[config.mk]
export PLATFORM = sky130hd
export DESIGN_NAME = mdspr_front
export DESIGN_NICKNAME = d
export VERILOG_FILES = /design/src/rtl/masked_dual_screen_pixel_ram_macros.svh /design/src/rtl/mdspr_pkg.sv /design/src/rtl/mdspr_front.sv
export SDC_FILE = /design/constraint.sdc
export NUM_CORES = 1
export LEC_CHECK = 0
export CELL_PAD_IN_SITES_DETAIL_PLACEMENT = 0
export CELL_PAD_IN_SITES_GLOBAL_PLACEMENT = 1
export CORE_UTILIZATION = 38
export CTS_CLUSTER_DIAMETER = 100
export DETAILED_ROUTE_END_ITERATION = 16
export DONT_BUFFER_PORTS = 1
export PLACE_DENSITY_LB_ADDON = 0.1
export SYNTH_ARGS = -nofsm -noshare
export SYNTH_HDL_FRONTEND = slang
export SYNTH_SLANG_ARGS = --single-unit
[constraint.sdc]
create_clock -name clk_i -period 0.8 [get_ports clk_i]
set_clock_uncertainty 0.05 [all_clocks]
set_input_delay 0 -clock clk_i [delete_from_list [all_inputs] [get_ports clk_i]]
set_output_delay 0 -clock clk_i [all_outputs]
set_load 0.1 [all_outputs]
[src/rtl/masked_dual_screen_pixel_ram_macros.svh]
// assertion macros shared by the masked dual screen pixel ram rtl
// expects clk_i and rst_ni in the scope of every use
`ifndef MASKED_DUAL_SCREEN_PIXEL_RAM_MACROS_SVH
`define MASKED_DUAL_SCREEN_PIXEL_RAM_MACROS_SVH

// property that must hold at every clock edge out of reset
`define MDSPR_ASSERT(lbl, prop, msg) \
  lbl: assert property (@(posedge clk_i) disable iff (!rst_ni) (prop)) else $error(msg);

// condition that must hold in the cycle after the trigger
`define MDSPR_ASSERT_NEXT(lbl, ante, cons, msg) \
  lbl: assert property (@(posedge clk_i) disable iff (!rst_ni) (ante) |=> (cons)) \
    else $error(msg);

`endif

[src/rtl/mdspr_pkg.sv]
// shared types, constants and pixel decode for the masked dual screen pixel ram
// no dependencies
`timescale 1ns / 1ps

package mdspr_pkg;

  // memory geometry, word counts must be powers of two
  localparam int MEM_WORDS    = 262144;
  localparam int ROW_WORDS    = 512;
  localparam int SCREEN_WORDS = 131072;
  localparam int ADDR_W       = $clog2(MEM_WORDS);

  // width that holds screen base + y * row + x before wrapping
  localparam int PIX_SUM_W = $clog2(SCREEN_WORDS + 256 * ROW_WORDS + 512);

  localparam logic [15:0] CTRL_READ_VALUE = 16'h0060;

  // queue between front and back
  localparam int Q_DEPTH = 2;
  localparam int Q_PW    = $clog2(Q_DEPTH);
  localparam int Q_CW    = $clog2(Q_DEPTH + 1);

  typedef enum logic [2:0] {
    OP_RAM_RD   = 3'd0,
    OP_RAM_WR   = 3'd1,
    OP_CTRL_WR  = 3'd2,
    OP_CTRL_RD  = 3'd3,
    OP_MASK_WR  = 3'd4,
    OP_PIX_FETCH = 3'd5
  } opcode_e;

  // what the back end has to do with a queued word
  typedef enum logic [2:0] {
    KIND_NONE,
    KIND_RAM_RD,
    KIND_RAM_WR,
    KIND_CTRL_RD,
    KIND_PIX
  } kind_e;

  typedef struct packed {
    kind_e             kind;
    logic [ADDR_W-1:0] addr;
    logic [15:0]       data;
    logic [15:0]       bit_en;
  } op_t;

  // video word to 12-bit palette index
  function automatic logic [11:0] decode_pixel(logic [15:0] w);
    logic [11:0] c;
    c = {1'b0, w[8:6], 8'h00};
    if (w[15]) begin
      c[11] = 1'b1;
      // bit 13 set blanks the low nibble
      c[3:0] = w[13] ? 4'h0 : w[12:9];
    end else begin
      c[3:0] = w[3:0];
    end
    return c;
  endfunction

endpackage

[src/rtl/mdspr_front.sv]
// front end: accepts words, keeps ctrl and mask registers, builds queue entries
// depends on mdspr_pkg
`timescale 1ns / 1ps

module mdspr_front (
  input  logic                     clk_i,
  input  logic                     rst_ni,
  input  logic                     in_valid_i,
  output logic                     in_stall_o,
  input  logic [2:0]               opcode_i,
  input  logic [17:0]              word_address_i,
  input  logic [15:0]              write_data_i,
  input  logic [1:0]               byte_lanes_i,
  input  logic [8:0]               pixel_x_i,
  input  logic [7:0]               pixel_y_i,
  input  logic                     full_i,
  output logic                     push_o,
  output mdspr_pkg::op_t           push_op_o
);
  import mdspr_pkg::*;

  logic [15:0]          ctrl_q, ctrl_d;
  logic [15:0]          mask_q, mask_d;
  logic [15:0]          lane_en;
  logic [PIX_SUM_W-1:0] pix_sum;
  logic                 accept;

  assign in_stall_o = full_i;
  assign accept     = in_valid_i && !full_i;
  assign push_o     = accept;
  assign lane_en    = {{8{byte_lanes_i[1]}}, {8{byte_lanes_i[0]}}};

  // pixel address, wraps on the memory size
  assign pix_sum = (ctrl_q[0] ? PIX_SUM_W'(SCREEN_WORDS) : '0)
                 + PIX_SUM_W'(pixel_y_i) * PIX_SUM_W'(ROW_WORDS)
                 + PIX_SUM_W'(pixel_x_i);

  // classify the word and update registers
  always_comb begin
    ctrl_d           = ctrl_q;
    mask_d           = mask_q;
    push_op_o.kind   = KIND_NONE;
    push_op_o.addr   = word_address_i[ADDR_W-1:0];
    push_op_o.data   = write_data_i;
    push_op_o.bit_en = lane_en & mask_q;
    unique case (opcode_e'(opcode_i))
      OP_RAM_RD:    push_op_o.kind = KIND_RAM_RD;
      OP_RAM_WR:    push_op_o.kind = KIND_RAM_WR;
      OP_CTRL_WR:   ctrl_d = (ctrl_q & ~lane_en) | (write_data_i & lane_en);
      OP_CTRL_RD:   push_op_o.kind = KIND_CTRL_RD;
      OP_MASK_WR:   mask_d = (mask_q & ~lane_en) | (write_data_i & lane_en);
      OP_PIX_FETCH: begin
        push_op_o.kind = KIND_PIX;
        push_op_o.addr = pix_sum[ADDR_W-1:0];
      end
      default:      push_op_o.kind = KIND_NONE;
    endcase
  end

  // register state
  always_ff @(posedge clk_i or negedge rst_ni) begin
    if (!rst_ni) begin
      ctrl_q <= '0;
      mask_q <= '0;
    end else if (accept) begin
      ctrl_q <= ctrl_d;
      mask_q <= mask_d;
    end
  end

endmodule

==> results_dict.tcl <==
set metrics [dict create \
    globalRouteMet2Util 0.253 \
    drive_gt1_frac 0.792 \
    use_met3 0.0242 \
    met1_usage 0.163 \
    cp.required_ns 0.75 \
    final-seq-area_um2 425 \
    stdcell_area_mm2 0.00156 \
    hp-class "in2async" \
    root_buffer "clkbuf_4" \
    die_area_mm2 0.00341 \
    syn_to_final_growth_pct 29.0 \
    end_kind "primary output" \
    yosysUniqueCellTypes 18 \
    fin_util 0.515 \
    period_share 1.42 \
    core_mm2 0.00303 \
    setup_violations 44 \
    holdWs_ns -0.194 \
    numCtsBuffers 3 \
    max_slew_margin 0.479 \
    crit_family "multiplexers" \
    tns_ns -6.09 \
    cts.sinks 17 \
    clkLatencyLatePin_ns 0.28 \
    row_count 20 \
    setup_slack_ns -0.332 \
    first_iter_violations 18 \
    arrival_ns 1.08 \
    gr-total-overflow 0 \
    finalCriticalPeriod_ns 1.13 \
    p_leak_nw 0.758 \
    synth_cells 99 \
    cts.clk_slew.worst_paths_ns 0.09 \
    multiInputGateArea_um2 847 \
    grt_pass1_wl_um 3510 \
    antenna_cells 0 \
    power_density_mw_per_mm2 2330 \
    syn_avg_cell_area_um2 12.2 \
    grt_pass1_vias 729 \
    via_per_inst 5.25 \
    worstSetupPathType "reg2out" \
    hold_buffers 1 \
    final_net_count 162 \
    violations "hold timing, setup timing" \
    ys_seq_area_frac 0.352 \
    placed_area_mm2 0.00133 \
    die_w_um 58.4 \
    crit_path_cell_trace "mux2_4" \
    cts_tree "yes" \
    grt_max_degree 18 \
    top_usage_layer "met2" \
    routedWlPerCell_um 17.3 \
    finalPower_mw 3.63 \
    yosys.area_share.simple 0.152 \
    worst_path_max_delay_cell "mux2_4" \
    maxCapViolations 0 \
    vdd_drop_max_mv 1.14 \
    finalNonFillerCells 145 \
    h-tree-depth 1 \
    pre_cts_slack_ns -0.256 \
    start_kind "flop" \
    dp.cells 129 \
    synth_compound_area_frac 0 \
    muxShareOfSynthArea 0.351 \
    dpl.hpwl_um 1840 \
    drt.antenna.violating_nets 0 \
    gp_congestion 0.585 \
    start_util 0.400 \
    grt_use_total 0.142 \
    pin_count 115 \
    final_hold_viol_count 51 \
    outcome "finished, violations left" \
    nFillCells 278 \
    layout_commonest_cell "mux2_4" \
    synthXorXnorAreaFrac 0.00724 \
    drv_slew 0 \
    fmax_ghz 0.883 \
    syn-cell-area_mm2 0.00121 \
    mostFrequentLayoutCells "32 x mux2_4, 17 x dfrtp_1, 16 x and2_4, 5 x buf_12, 5 x buf_6" \
    finalWirelength_um 2510 \
    clockBufferDepth 2 \
    crit_fanout 2 \
    slowest_delay_ns 0.41 \
    critical_path_buf_inv_count 0 \
    drt-pass1-iter-count 4 \
    antenna_found_initial 0 \
    yosysWarningCount 0 \
    worst_pin_slew_ns 0.782 \
    port_buffers 0 \
    synth_top_family_by_area "multiplexers" \
    synthAdderAreaFrac 0 \
    rsz0062_at_grt "yes" \
    vias 761 \
    synth.net_count 159 \
    die_y_um 58.4 \
    drcViolationCount 0 \
    ys_seq_elements 17 \
]
cells in the mapped netlist (all sizes together):
cell	count	area, um2
nor2b	3	26.3
nand3	1	10.0
nand4b	1	8.76
inv	1	3.75
buf	20	164
nor2	1	3.75
nand2	1	11.3
nor3b	1	12.5
and3	1	11.3
dfrtp	17	425
mux2	35	424
xor2	1	8.76
and2	16	100
final timing paths:
path	start	end	slack [ns]	cells after the start
max	flop	push_op_o[49]	-0.33	1
min	rst_ni	async pin	-0.19	1
max reg2reg	flop	flop	-0.14	2
min reg2reg	flop	flop	0.46	1
max in group asynchronous	rst_ni	async pin	0.41	1
min in group clk_i	write_data_i[2]	flop	-0.19	1
kinds of logic (layout without fill, tap and decap cells):
| kind of cell | Yosys count | after routing |
|---|---|---|
| xor+xnor | 1 | 1 |
| simple gates | 25 | 28 |
| flops | 17 | 17 |
| mux | 35 | 35 |
| buf+inv | 21 | 20 |
timing repair:
| action | 4_1_cts | 5_1_grt |
|---|---|---|
| hold endpoints to repair | 51 | 51 |
| gates resized for setup | 9 | 9 |
| pin swaps | 19 | 7 |
| gates cloned | 2 | 1 |
| buffers inserted | 8 | 0 |
| endpoints found under the setup margin | 48 | 68 |
power by group:
| group | switching [mW] | internal, mW | total (mW) |
|---|---|---|---|
| logic | 1.45 | 0.619 | 2.07 |
| registers | 0.0921 | 1.03 | 1.12 |
| clock network | 0.248 | 0.193 | 0.442 |
| total | 1.79 | 1.84 | 3.63 |
layer usage:
metal,vias to the layer above,routed length (um)
li1,326,-
met1,374,872
met2,59,1390
met3,2,230
met4,0,17
met5,-,0
cell type report:
cell class                      count  area share
Timing Repair Buffer               15       0.128
Sequential cell                    17       0.273
Multi-Input combinational cell     64       0.543
Tap cell                           44      0.0353
Clock buffer                        4      0.0168
Inverter                            1     0.00481
Power figures use the tool's default switching activity.
