### config.mk
export PLATFORM = sky130hd
export DESIGN_NAME = mdspr_queue
export DESIGN_NICKNAME = d
export VERILOG_FILES = /design/src/rtl/mdspr_pkg.sv /design/src/rtl/mdspr_queue.sv
export VERILOG_INCLUDE_DIRS = /design/src /design/src/rtl
export SDC_FILE = /design/constraint.sdc
export NUM_CORES = 1
export LEC_CHECK = 0
export BUFFER_PORTS_ARGS = -buffer_cell sky130_fd_sc_hd__buf_2
export CAP_MARGIN = 20
export CORE_ASPECT_RATIO = 1.2
export CORE_MARGIN = 4
export CORE_UTILIZATION = 56
export CTS_CLUSTER_DIAMETER = 50
export CTS_CLUSTER_SIZE = 28
export DETAILED_ROUTE_END_ITERATION = 10
export PLACE_DENSITY = 0.85
export SYNTH_ARGS = -nofsm -noshare
export SYNTH_HDL_FRONTEND = slang
export SYNTH_SLANG_ARGS = --single-unit
### constraint.sdc
create_clock -name clk_i -period 6.6 [get_ports clk_i]
set_input_delay 0.66 -clock clk_i [delete_from_list [all_inputs] [get_ports clk_i]]
set_output_delay 0.66 -clock clk_i [all_outputs]
set_load 0.05 [all_outputs]
### src/rtl/masked_dual_screen_pixel_ram_macros.svh
// assertion macros shared by the masked dual screen pixel ram rtl
// expects clk_i and rst_ni in the scope of every use
`ifndef MASKED_DUAL_SCREEN_PIXEL_RAM_MACROS_SVH
`define MASKED_DUAL_SCREEN_PIXEL_RAM_MACROS_SVH

// property that must hold at every clock edge out of reset
`define MDSPR_ASSERT(lbl, prop, msg) \
  lbl: assert property (@(posedge clk_i) disable iff (!rst_ni) (prop)) else $error(msg);

// condition that must hold in the cycle after the trigger
`define MDSPR_ASSERT_NEXT(lbl, ante, cons, msg) \
  lbl: assert property (@(posedge clk_i) disable iff (!rst_ni) (ante) |=> (cons)) \
    else $error(msg);

`endif

### src/rtl/mdspr_pkg.sv
// shared types, constants and pixel decode for the masked dual screen pixel ram
// no dependencies
`timescale 1ns / 1ps

package mdspr_pkg;

  // memory geometry, word counts must be powers of two
  localparam int MEM_WORDS    = 262144;
  localparam int ROW_WORDS    = 512;
  localparam int SCREEN_WORDS = 131072;
  localparam int ADDR_W       = $clog2(MEM_WORDS);

  // width that holds screen base + y * row + x before wrapping
  localparam int PIX_SUM_W = $clog2(SCREEN_WORDS + 256 * ROW_WORDS + 512);

  localparam logic [15:0] CTRL_READ_VALUE = 16'h0060;

  // queue between front and back
  localparam int Q_DEPTH = 2;
  localparam int Q_PW    = $clog2(Q_DEPTH);
  localparam int Q_CW    = $clog2(Q_DEPTH + 1);

  typedef enum logic [2:0] {
    OP_RAM_RD   = 3'd0,
    OP_RAM_WR   = 3'd1,
    OP_CTRL_WR  = 3'd2,
    OP_CTRL_RD  = 3'd3,
    OP_MASK_WR  = 3'd4,
    OP_PIX_FETCH = 3'd5
  } opcode_e;

  // what the back end has to do with a queued word
  typedef enum logic [2:0] {
    KIND_NONE,
    KIND_RAM_RD,
    KIND_RAM_WR,
    KIND_CTRL_RD,
    KIND_PIX
  } kind_e;

  typedef struct packed {
    kind_e             kind;
    logic [ADDR_W-1:0] addr;
    logic [15:0]       data;
    logic [15:0]       bit_en;
  } op_t;

  // video word to 12-bit palette index
  function automatic logic [11:0] decode_pixel(logic [15:0] w);
    logic [11:0] c;
    c = {1'b0, w[8:6], 8'h00};
    if (w[15]) begin
      c[11] = 1'b1;
      // bit 13 set blanks the low nibble
      c[3:0] = w[13] ? 4'h0 : w[12:9];
    end else begin
      c[3:0] = w[3:0];
    end
    return c;
  endfunction

endpackage

### src/rtl/mdspr_queue.sv
// short queue of operations between front and back end
// depends on mdspr_pkg and the assertion macro header
`timescale 1ns / 1ps
`include "masked_dual_screen_pixel_ram_macros.svh"

module mdspr_queue (
  input  logic           clk_i,
  input  logic           rst_ni,
  input  logic           push_i,
  input  mdspr_pkg::op_t push_op_i,
  input  logic           pop_i,
  output mdspr_pkg::op_t pop_op_o,
  output logic           full_o,
  output logic           empty_o
);
  import mdspr_pkg::*;

  op_t             slot_q [Q_DEPTH];
  logic [Q_PW-1:0] wr_ptr_q, rd_ptr_q;
  logic [Q_CW-1:0] count_q;

  assign full_o   = (count_q == Q_CW'(Q_DEPTH));
  assign empty_o  = (count_q == '0);
  assign pop_op_o = slot_q[rd_ptr_q];

  // entry storage
  always_ff @(posedge clk_i) begin
    if (push_i) begin
      slot_q[wr_ptr_q] <= push_op_i;
    end
  end

  // pointers and fill count
  always_ff @(posedge clk_i or negedge rst_ni) begin
    if (!rst_ni) begin
      wr_ptr_q <= '0;
      rd_ptr_q <= '0;
      count_q  <= '0;
    end else begin
      if (push_i) begin
        wr_ptr_q <= (wr_ptr_q == Q_PW'(Q_DEPTH - 1)) ? '0 : wr_ptr_q + 1'b1;
      end
      if (pop_i) begin
        rd_ptr_q <= (rd_ptr_q == Q_PW'(Q_DEPTH - 1)) ? '0 : rd_ptr_q + 1'b1;
      end
      if (push_i && !pop_i) begin
        count_q <= count_q + 1'b1;
      end else if (pop_i && !push_i) begin
        count_q <= count_q - 1'b1;
      end
    end
  end

  `MDSPR_ASSERT(a_count_bound, count_q <= Q_CW'(Q_DEPTH), "queue count above depth")
  `MDSPR_ASSERT(a_pop_nonempty, !(pop_i && empty_o), "queue popped while empty")

endmodule

==> reports/results.ini, run 1 <==
[timing]
finalWorstSetupSlack_ns=3.86
fin_skew_ns=0.00573
finalSetupTns_ns=0
tightest_slew_ns=0.974
fmax_mhz=365
fin_crit_sh=0.415
setup_violations=0
drv_slew=0
max-slew-margin-rel=0.350
hold_viol=0
period_needed_ns=2.74
rsz0062_at_grt=no

[power]
p_per_area_nw_per_um2=490
power_leakage_nw=2.05
seqPwrFrac=0.427
internal_power_mw=1.46
comb_power_share=0.420
power_frac_clock=0.153
p_sw_frac=0.409
irDropWorstVdd_mv=0.375
p_sw_mw=1.01

[clock_tree]
cts_hold_buf=0
post_cts_buffers=0
clock_path_buffers=2
cts.sinks=110
cts_root_buf=clkbuf_8
cts_tree=yes
h-tree-depth=3
cts_resized=0
numCtsBuffers=9
clock_latency_ns=0.35
clk_pin_slew_ns=0.09

[cells_and_area]
fillers=499
antennaDiodeCount=0
syn_to_final_growth_pct=18.2
finalNonFillerCells=394
drive_above_1_share=0.599
fin_nets=357

[detailed_routing]
drt-total-wl_microns=6480
vias=1970
dr.pass1.iters=4
drt_iter0_drc=77
drcViolationCount=0
wl_per_cell_microns=16.4
avgViaCountPerCell=5.00
ant_nets=0

[flow_run]
maxCapViolCount=0

[placed_design]
dp_hpwl_microns=4330
portBuffers=111
dp.cells=378
place_ws_ns=4.22
gp_congestion=0.659

[yosys]
synth.yosys.seq_area_share=0.770
syn_nets=239
syn-cell-area_sq_um=4260
ys_ff_latch=110
syn_area_per_cell_sq_um=23.5
ys_types=13
yosys_warnings=0
synthCells=181

[setup_path]
crit_arrival_ns=2.08
cp-start-kind=flip-flop
r2r_slack_ns=5.08
critical_path_required_ns=5.94
crit_path_max_fanout=54
worstSetupEndpointType=primary output
critPathKind=flip-flop to primary output

[global_routing]
grt_start_max_net_pins=55
antenna_found_initial=0
grt_use_total=0.145
grt_pass1_vias=2019
grt_overflow=0
grt_pass1_wl_microns=9850

[floorplan]
die_area_sq_um=9080
die_h_microns=104
coreArea_sq_um=7320
io_pins=112
fp.dieW_microns=87.6
start_util=0.582
core.rowCount=34

[outcome]
status=completed

[hold_path]
hold_path.class=input port to asynchronous set/reset pin

==> sequential cells by signal (all words and copies together), names as in the netlist <==
signal / count
count_q: 2
rd_ptr_q: 1
slot_q: 106
wr_ptr_q: 1
==> power by group through the flow <==
stage	registers, mW	clock network [mW]	logic [mW]
global route	1.07	0.426	1.08
CTS	1.06	0.390	1.05
floorplan	0.979	0	1.00
global placement	1.06	0	1.04
detailed placement	1.08	0	1.05
finish	1.05	0.378	1.04
==> synthesized netlist by cell type <==
library cell / n / area (sq um)
xnor2_1: 1 / 8.76
mux2_2: 4 / 45.0
edfxtp_1: 106 / 3180
nor2_1: 2 / 7.51
nor2b_1: 2 / 12.5
inv_1: 1 / 3.75
ha_1: 1 / 12.5
xor2_1: 4 / 35.0
mux2_4: 49 / 736
and2_1: 1 / 6.26
buf_6: 1 / 11.3
buf_12: 5 / 100
dfrtp_1: 4 / 100
==> cell usage in the layout (no fill, tap or decap), types with 2 or more instances in the layout <==
master	count
mux2_2	4
buf_2	111
buf_4	2
dfrtp_1	3
clkinv_1	2
mux2_4	49
edfxtp_1	106
clkbuf_8	9
xor2_1	4
nor2_1	2
clkinv_4	2
==> final timing paths <==
check	start	endpoint	cells after the start
max	rd_ptr_q	pop_op_o[33]	2
min	rst_ni	rd_ptr_q	1
max reg2reg	wr_ptr_q	slot_q[1][26]	2
min reg2reg	count_q[1]	count_q[1]	1
max in group asynchronous	rst_ni	rd_ptr_q	1
min in group clk_i	push_op_i[34]	slot_q[0][34]	1
==> routing by layer <==
layer,vias up,wire length [microns],global-route usage
met5,-,0,0
met4,0,155,0.0713
met3,12,383,0.0357
met2,62,3530,0.244
met1,954,2410,0.169
li1,942,-,-
==> kinds of logic (layout without fill, tap and decap cells) <==
kind of cell | after synthesis | count (layout) | share of synthesized area
multiplexers | 53 | 53 | 0.183
flip-flops | 110 | 110 | 0.770
AND/OR/NAND/NOR | 5 | 5 | 0.00617
buffers and inverters | 7 | 130 | 0.0270
adder cells (fa/ha/maj) | 1 | 1 | 0.00294
XOR/XNOR | 5 | 5 | 0.0103
==> area by class of cell <==
class | instances | area, sq um | area share
tap | 90 | 113 | 0.0224
clock buffer | 10 | 128 | 0.0253
timing repair buffer | 113 | 571 | 0.113
inverter | 1 | 3.75 | 0.000745
clock inverter | 6 | 62.6 | 0.0124
multi-input combinational | 64 | 872 | 0.173
sequential | 110 | 3290 | 0.653
==> metrics by stage <==
stage | util | cell area (sq um) | hold WS (ns) | power (mW)
2_1_floorplan | - | 4260 | 0.364 | 1.98
3_3_place_gp | 0.662 | 4850 | 0.468 | 2.11
3_5_place_dp | 0.662 | 4850 | 0.475 | 2.12
4_1_cts | 0.688 | 5040 | 0.0864 | 2.50
5_1_grt | 0.688 | 5040 | 0.0825 | 2.58
6_report | 0.688 | 5040 | 0.102 | 2.47
==> worst max-delay path, stage by stage (launching register included) <==
cell	delay [ns]
dfrtp_4	1.08
mux2_2	0.41
buf_2	0.21
(Power assumes the default switching activity.)
==> run 2: changes to the inputs <==
--- a/config.mk
+++ b/config.mk
@@ -10,11 +10,11 @@
 export CAP_MARGIN = 20
 export CORE_ASPECT_RATIO = 1.2
 export CORE_MARGIN = 4
-export CORE_UTILIZATION = 56
+export CORE_UTILIZATION = 47
 export CTS_CLUSTER_DIAMETER = 50
 export CTS_CLUSTER_SIZE = 28
 export DETAILED_ROUTE_END_ITERATION = 10
-export PLACE_DENSITY = 0.85
+export PLACE_DENSITY = 0.76
 export SYNTH_ARGS = -nofsm -noshare
 export SYNTH_HDL_FRONTEND = slang
 export SYNTH_SLANG_ARGS = --single-unit
==> constraint.sdc (replaced) <==
create_clock -name clk_i -period 2.5 [get_ports clk_i]
set_input_delay 0.25 -clock clk_i [delete_from_list [all_inputs] [get_ports clk_i]]
set_output_delay 0.25 -clock clk_i [all_outputs]
set_load 0.05 [all_outputs]
==> run 2 against run 1 <==
Clock skew up 0.0022 ns. Critical path depth up 1. Clock power rose to 2.9 times the previous value. Sequential cell count unchanged. Clock-buffer cell count down 1. Total power rose to 2.7 times the previous value. Sequential share of layout area down 1.5 points. Worst hold slack worse by 0.027 ns. Non-clock buffer count up 3. Routed wire length up 4.0%. Design area up 2.3%. Critical endpoint is now pop_op_o[36]. Largest cell class unchanged. Largest power group is now combinational cells. Highest routed layer is now met5.
==> reports/results.ini, run 2 (synthesis results as in run 1) <==
[outcome]
status=completed

[power]
internal_power_mw=3.99  ; +170%
p_per_area_nw_per_um2=1300  ; +160%
seqPwrFrac=0.396  ; -0.031
comb_power_share=0.438  ; +0.018
power_frac_clock=0.165  ; +0.012
irDropWorstVdd_mv=0.594  ; +58%
p_sw_mw=2.69  ; +170%
power_leakage_nw=2.09  ; +2.0%
p_sw_frac=0.403  ; -0.00622

[hold_path]
holdPathEnd=slot_q[0][52]
holdPathStages=1
hold_path_startpoint=push_op_i[52]
hold_path.class=input port to flip-flop

[timing]
finalSetupTns_ns=0  ; unchanged
max-slew-margin-rel=0.591  ; +0.241
fin_skew_ns=0.00790  ; +0.00217 ns
fin_crit_sh=0.857
fmax_mhz=467
setup_violations=0  ; unchanged
tightest_slew_ns=0.613  ; -0.362 ns
hold_viol=0  ; unchanged
period_needed_ns=2.14
rsz0062_at_grt=no
drv_slew=0  ; unchanged

[floorplan]
fp.dieW_microns=94.9  ; +8.3%
die_area_sq_um=10700  ; +17%
coreArea_sq_um=8700  ; +19%
io_pins=112  ; unchanged
die_h_microns=112  ; +8.4%
core.rowCount=37  ; +8.8%
start_util=0.490  ; -0.0928

[clock_tree]
h-tree-depth=3  ; unchanged
clock_latency_ns=0.35  ; about the same
cts_root_buf=clkbuf_8
clk_pin_slew_ns=0.10  ; about the same
clock_path_buffers=2  ; unchanged
numCtsBuffers=9  ; unchanged
post_cts_buffers=0  ; unchanged
cts_resized=0  ; unchanged
cts.sinks=110  ; unchanged
cts_tree=yes

[placed_design]
portBuffers=111  ; unchanged
dp_hpwl_microns=4650  ; +7.4%
gp_congestion=0.674  ; +2.1%

[cells_and_area]
multi_input_area_sq_um=872  ; unchanged
antennaDiodeCount=0  ; unchanged
drive_above_1_share=0.605  ; +0.00589
fillers=694  ; +39%
seqCellArea_sq_um=3290  ; unchanged
final_common_cell=buf_2
syn_to_final_growth_pct=20.9
fin_nets=360  ; +0.84%
top_register=slot_q
final_util=0.592  ; -0.0963
top_regs=slot_q: 106 flops, count_q: 2 flops
layout_common_cells=buf_2, edfxtp_1, mux2_4
largest_reg_flops=106  ; unchanged

[detailed_routing]
vias=1988  ; +0.91%
avgViaCountPerCell=4.70  ; -6.0%
drcViolationCount=0  ; unchanged
drt_iter0_drc=64  ; -17%
drt-total-wl_microns=6740  ; +4.0%
ant_nets=0  ; unchanged
dr.pass1.iters=4  ; unchanged
wl_per_cell_microns=15.9  ; -3.1%

[global_routing]
antenna_found_initial=2  ; +2
grt_start_max_net_pins=54  ; -1.8%
grt_overflow=0  ; unchanged
grt_pass1_wl_microns=10200  ; +3.5%
grt_pass1_vias=2051  ; +1.6%
grt_use_total=0.131  ; -0.0136

[setup_path]
crit_arrival_ns=1.89  ; -0.19 ns
r2r_slack_ns=0.90  ; -4.18 ns
rr_worst_depth=2  ; unchanged
reg2reg_from=wr_ptr_q
crit_path_max_fanout=22  ; -59%
critPathKind=flip-flop to primary output
critical_path_required_ns=2.25  ; -3.69 ns
cp-start-kind=flip-flop
r2r-end=slot_q[1][46]
worstSetupEndpointType=primary output

[flow_run]
maxCapViolCount=0  ; unchanged

## run 2: changes by cell type in the layout (fill, tap and decap cells not counted)
cell           previous run  this run
buf_12                    0         3
buf_4                     2         1
bufinv_16                 1         2
clkbuf_1                  1         0
clkinv_1                  2         1
clkinv_2                  0         1
clkinv_4                  2         1
clkinvlp_4                1         0
dlygate4sd3_1             0         1
inv_6                     0         1
## run 2: worst max-delay path by stage
stage             start      endpoint  depth (start not counted)
6_report       rd_ptr_q  pop_op_o[36]                          3
5_1_grt        rd_ptr_q  pop_op_o[43]                          3
4_1_cts        rd_ptr_q  pop_op_o[36]                          3
3_5_place_dp   rd_ptr_q  pop_op_o[36]                          3
3_3_place_gp   rd_ptr_q  pop_op_o[11]                          3
2_1_floorplan  wr_ptr_q  slot_q[0][0]                          1
## run 2: metal layers
| layer | wire [microns] | track usage | up-vias | share of wire |
|---|---|---|---|---|
| met3 | 434 | 0.0295 | 20 | 0.064 |
| met5 | 21 | 0 | - | 0.0031 |
| met2 | 3640 | 0.235 | 68 | 0.54 |
| met4 | 223 | 0.0837 | 4 | 0.033 |
| li1 | - | - | 943 | - |
| met1 | 2420 | 0.135 | 953 | 0.36 |
## run 2: cell type report
class | count | share of cell area
clock buffers | 9 | 0.0240
clock inverters | 6 | 0.0168
inverters | 1 | 0.000729
multi-input cells | 64 | 0.169
flip-flops and latches | 110 | 0.638
well taps | 117 | 0.0284
repair buffers | 116 | 0.123
## run 2: repair_timing
action	in CTS	in global routing
hold buffers	1	0
endpoints found under the hold margin	4	0
setup endpoints to repair	0	0
## run 2: power groups by stage
stage / Sequential [mW] / Combinational, mW / Clock (mW)
floorplan: 2.58 / 2.65 / 0
global placement: 2.68 / 2.95 / 0
detailed placement: 2.70 / 2.97 / 0
CTS: 2.66 / 2.98 / 1.14
global route: 2.69 / 3.06 / 1.23
finish: 2.65 / 2.93 / 1.11
## run 2: through the flow
step	hold WS, ns	power, mW	cells	setup slack, ns	cell area [sq um]
after global placement	0.0572	5.63	407	0.750	4930
final	0.0752	6.68	423	0.357	5150
after CTS	0.0492	6.78	423	0.315	5150
after floorplan	-0.0456	5.23	181	0.286	4260
after detailed placement	0.0596	5.67	407	0.720	4930
after global routing	0.0437	6.98	423	0.271	5150
## run 2: worst max-delay path, cell delays in order (launching register included)
cell,delay [ns]
dfrtp_4,0.69
buf_4,0.31
mux2_4,0.32
buf_2,0.21
==> run 3: changes to the inputs <==
--- a/config.mk
+++ b/config.mk
@@ -15,6 +15,7 @@
 export CTS_CLUSTER_SIZE = 28
 export DETAILED_ROUTE_END_ITERATION = 10
 export PLACE_DENSITY = 0.76
+export SETUP_SLACK_MARGIN = 0.5
 export SYNTH_ARGS = -nofsm -noshare
 export SYNTH_HDL_FRONTEND = slang
 export SYNTH_SLANG_ARGS = --single-unit
==> run 3 against run 2 <==
Sequential power is 3% lower. Maximum frequency is 15% higher. Clock skew rose by 0.0020 ns. Clock power shrank 17%. Critical path depth unchanged. Final cell count up 1.2%. Total power shrank 1.8%. Worst hold slack better by 0.0031 ns. Clock-buffer cell count up 3. Sequential share of layout area about the same. Utilization is essentially flat. First-iteration DRC count rose by 3.1%.
==> reports/results.ini, run 3 (synthesis results as in run 1) <==
[timing]
fin_skew_ns=0.00985  ; +0.00195 ns
drv_slew=0  ; unchanged
max-slew-margin-rel=0.598  ; +0.00644
fmax_mhz=536  ; +15%
hold_viol=0  ; unchanged
finalSetupTns_ns=0  ; unchanged
rsz0062_at_grt=no
fin_crit_sh=0.747  ; -0.110
finalWorstSetupSlack_ns=0.633  ; +0.276 ns
period_needed_ns=1.87  ; -0.276 ns
setup_violations=0  ; unchanged
tightest_slew_ns=0.602  ; -0.0109 ns

[clock_tree]
clock_path_buffers=2  ; unchanged
cts_resized=0  ; unchanged
h-tree-depth=3  ; unchanged
numCtsBuffers=9  ; unchanged
cts.sinks=110  ; unchanged
clk_pin_slew_ns=0.09  ; about the same
clock_latency_ns=0.35  ; about the same
cts_tree=yes
cts_root_buf=clkbuf_8

[detailed_routing]
drt-total-wl_microns=6800  ; +0.91%
ant_nets=0  ; unchanged
drt_iter0_drc=66  ; +3.1%
avgViaCountPerCell=4.64  ; -1.3%
dr.pass1.iters=4  ; unchanged
wl_per_cell_microns=15.9  ; -0.27%
vias=1985  ; -0.15%
drcViolationCount=0  ; unchanged

[setup_path]
reg2reg_from=wr_ptr_q
setup.worst_path.start=rd_ptr_q
slowest_delay_ns=0.54  ; -0.15 ns
worstSetupEndpointType=primary output
critPathSlowestCell=dfrtp_4
critical_path_required_ns=2.25  ; about the same
cp-start-kind=flip-flop
crit_arrival_ns=1.62  ; -0.27 ns
crit_path_max_fanout=9  ; -59%
path_cells=buf_4 -> mux2_4 -> buf_2
critPathKind=flip-flop to primary output

[power]
power_leakage_nw=2.09  ; -0.14%
p_per_area_nw_per_um2=1270  ; -1.7%
power_frac_clock=0.140  ; -0.025
internal_power_mw=3.87  ; -3.0%
comb_power_share=0.468  ; +0.030
p_sw_frac=0.410  ; +0.00750
seqPwrFrac=0.393  ; -0.003
irDropWorstVdd_mv=0.815  ; +37%
p_sw_mw=2.69  ; about the same

[cells_and_area]
fillers=709  ; +2.2%
top_regs=slot_q: 106 flops, count_q: 2 flops
final_util=0.592  ; about the same
antennaDiodeCount=0  ; unchanged
layout_common_cells=buf_2, edfxtp_1, mux2_4
largest_reg_flops=106  ; unchanged
syn_to_final_growth_pct=20.8  ; about the same
fin_nets=364  ; +1.1%
final_common_cell=buf_2
drive_above_1_share=0.608  ; +0.00314
top_register=slot_q

[floorplan]
start_util=0.490  ; unchanged
io_pins=112  ; unchanged
die_h_microns=112  ; unchanged
core.rowCount=37  ; unchanged
die_area_sq_um=10700  ; unchanged
coreArea_sq_um=8700  ; unchanged
fp.dieW_microns=94.9  ; unchanged

[global_routing]
antenna_found_initial=1  ; -1
grt_pass1_wl_microns=10300  ; +1.4%
grt_overflow=0  ; unchanged
grt_use_total=0.133  ; +0.00214
grt_pass1_vias=2167  ; +5.7%
grt_start_max_net_pins=37  ; -31%

[hold_path]
hold_path.class=input port to flip-flop
hold_path_startpoint=push_op_i[26]

[placed_design]
gp_congestion=0.676  ; +0.40%
dp_hpwl_microns=4740  ; +2.0%
place_ws_ns=0.670  ; -0.0493 ns
portBuffers=111  ; unchanged

[flow_run]
maxCapViolCount=0  ; unchanged

[outcome]
status=completed

## run 3: area by class of cell
cell class              instances  area, sq um  area share
clock buffers                  12          145      0.0282
clock inverters                 4         25.0     0.00486
inverters                       1         3.75    0.000729
multi-input cells              64          872       0.169
flip-flops and latches        110         3290       0.638
well taps                     117          146      0.0284
repair buffers                120          671       0.130
## run 3: worst paths after layout
kind                                 end  cells past startpoint  slack (ns)
setup / recovery             pop_op_o[2]                      3        0.63
hold / removal             slot_q[1][26]                      1        0.08
setup reg to reg           slot_q[1][49]                      2        0.90
hold reg to reg               count_q[1]                      1        0.50
max in group asynchronous       rd_ptr_q                      2        2.16
min in group asynchronous       rd_ptr_q                      2        0.21
## run 3: per-stage QoR
step | hold WS (ns) | instances | area, sq um | total power [mW]
2_1_floorplan | -0.0456 | 181 | 4270 | 5.22
3_3_place_gp | 0.0566 | 407 | 4930 | 5.64
3_5_place_dp | 0.0600 | 407 | 4930 | 5.68
4_1_cts | 0.0502 | 428 | 5150 | 6.66
5_1_grt | 0.0551 | 428 | 5150 | 6.86
6_report | 0.0783 | 428 | 5150 | 6.57
## run 3: critical path: cells and delay by family (launching register included)
kind     cells  cell delay, ns
buf+inv      2            0.42
flops        1            0.54
mux          1            0.30
## run 3: timing repair
action | 4_1_cts | 5_1_grt
endpoints found under the setup margin | 32 | 0
setup buffers | 4 | 0
hold buffers | 1 | 0
hold endpoints to repair | 4 | 0
## run 3: power by group through the flow
stage                     logic (mW)  registers (mW)  clock network, mW
final                           3.07            2.58              0.916
after global routing            3.21            2.62               1.03
after CTS                       3.12            2.58              0.955
after detailed placement        2.96            2.72                  0
after global placement          2.94            2.69                  0
after floorplan                 2.65            2.57                  0
## run 3: per-layer routing
| metal | routed length, microns | share of wire | global-route usage |
|---|---|---|---|
| met2 | 3750 | 0.55 | 0.254 |
| met4 | 149 | 0.022 | 0.0722 |
| met1 | 2430 | 0.36 | 0.125 |
| met3 | 453 | 0.067 | 0.0342 |
| met5 | 13 | 0.0019 | 0 |
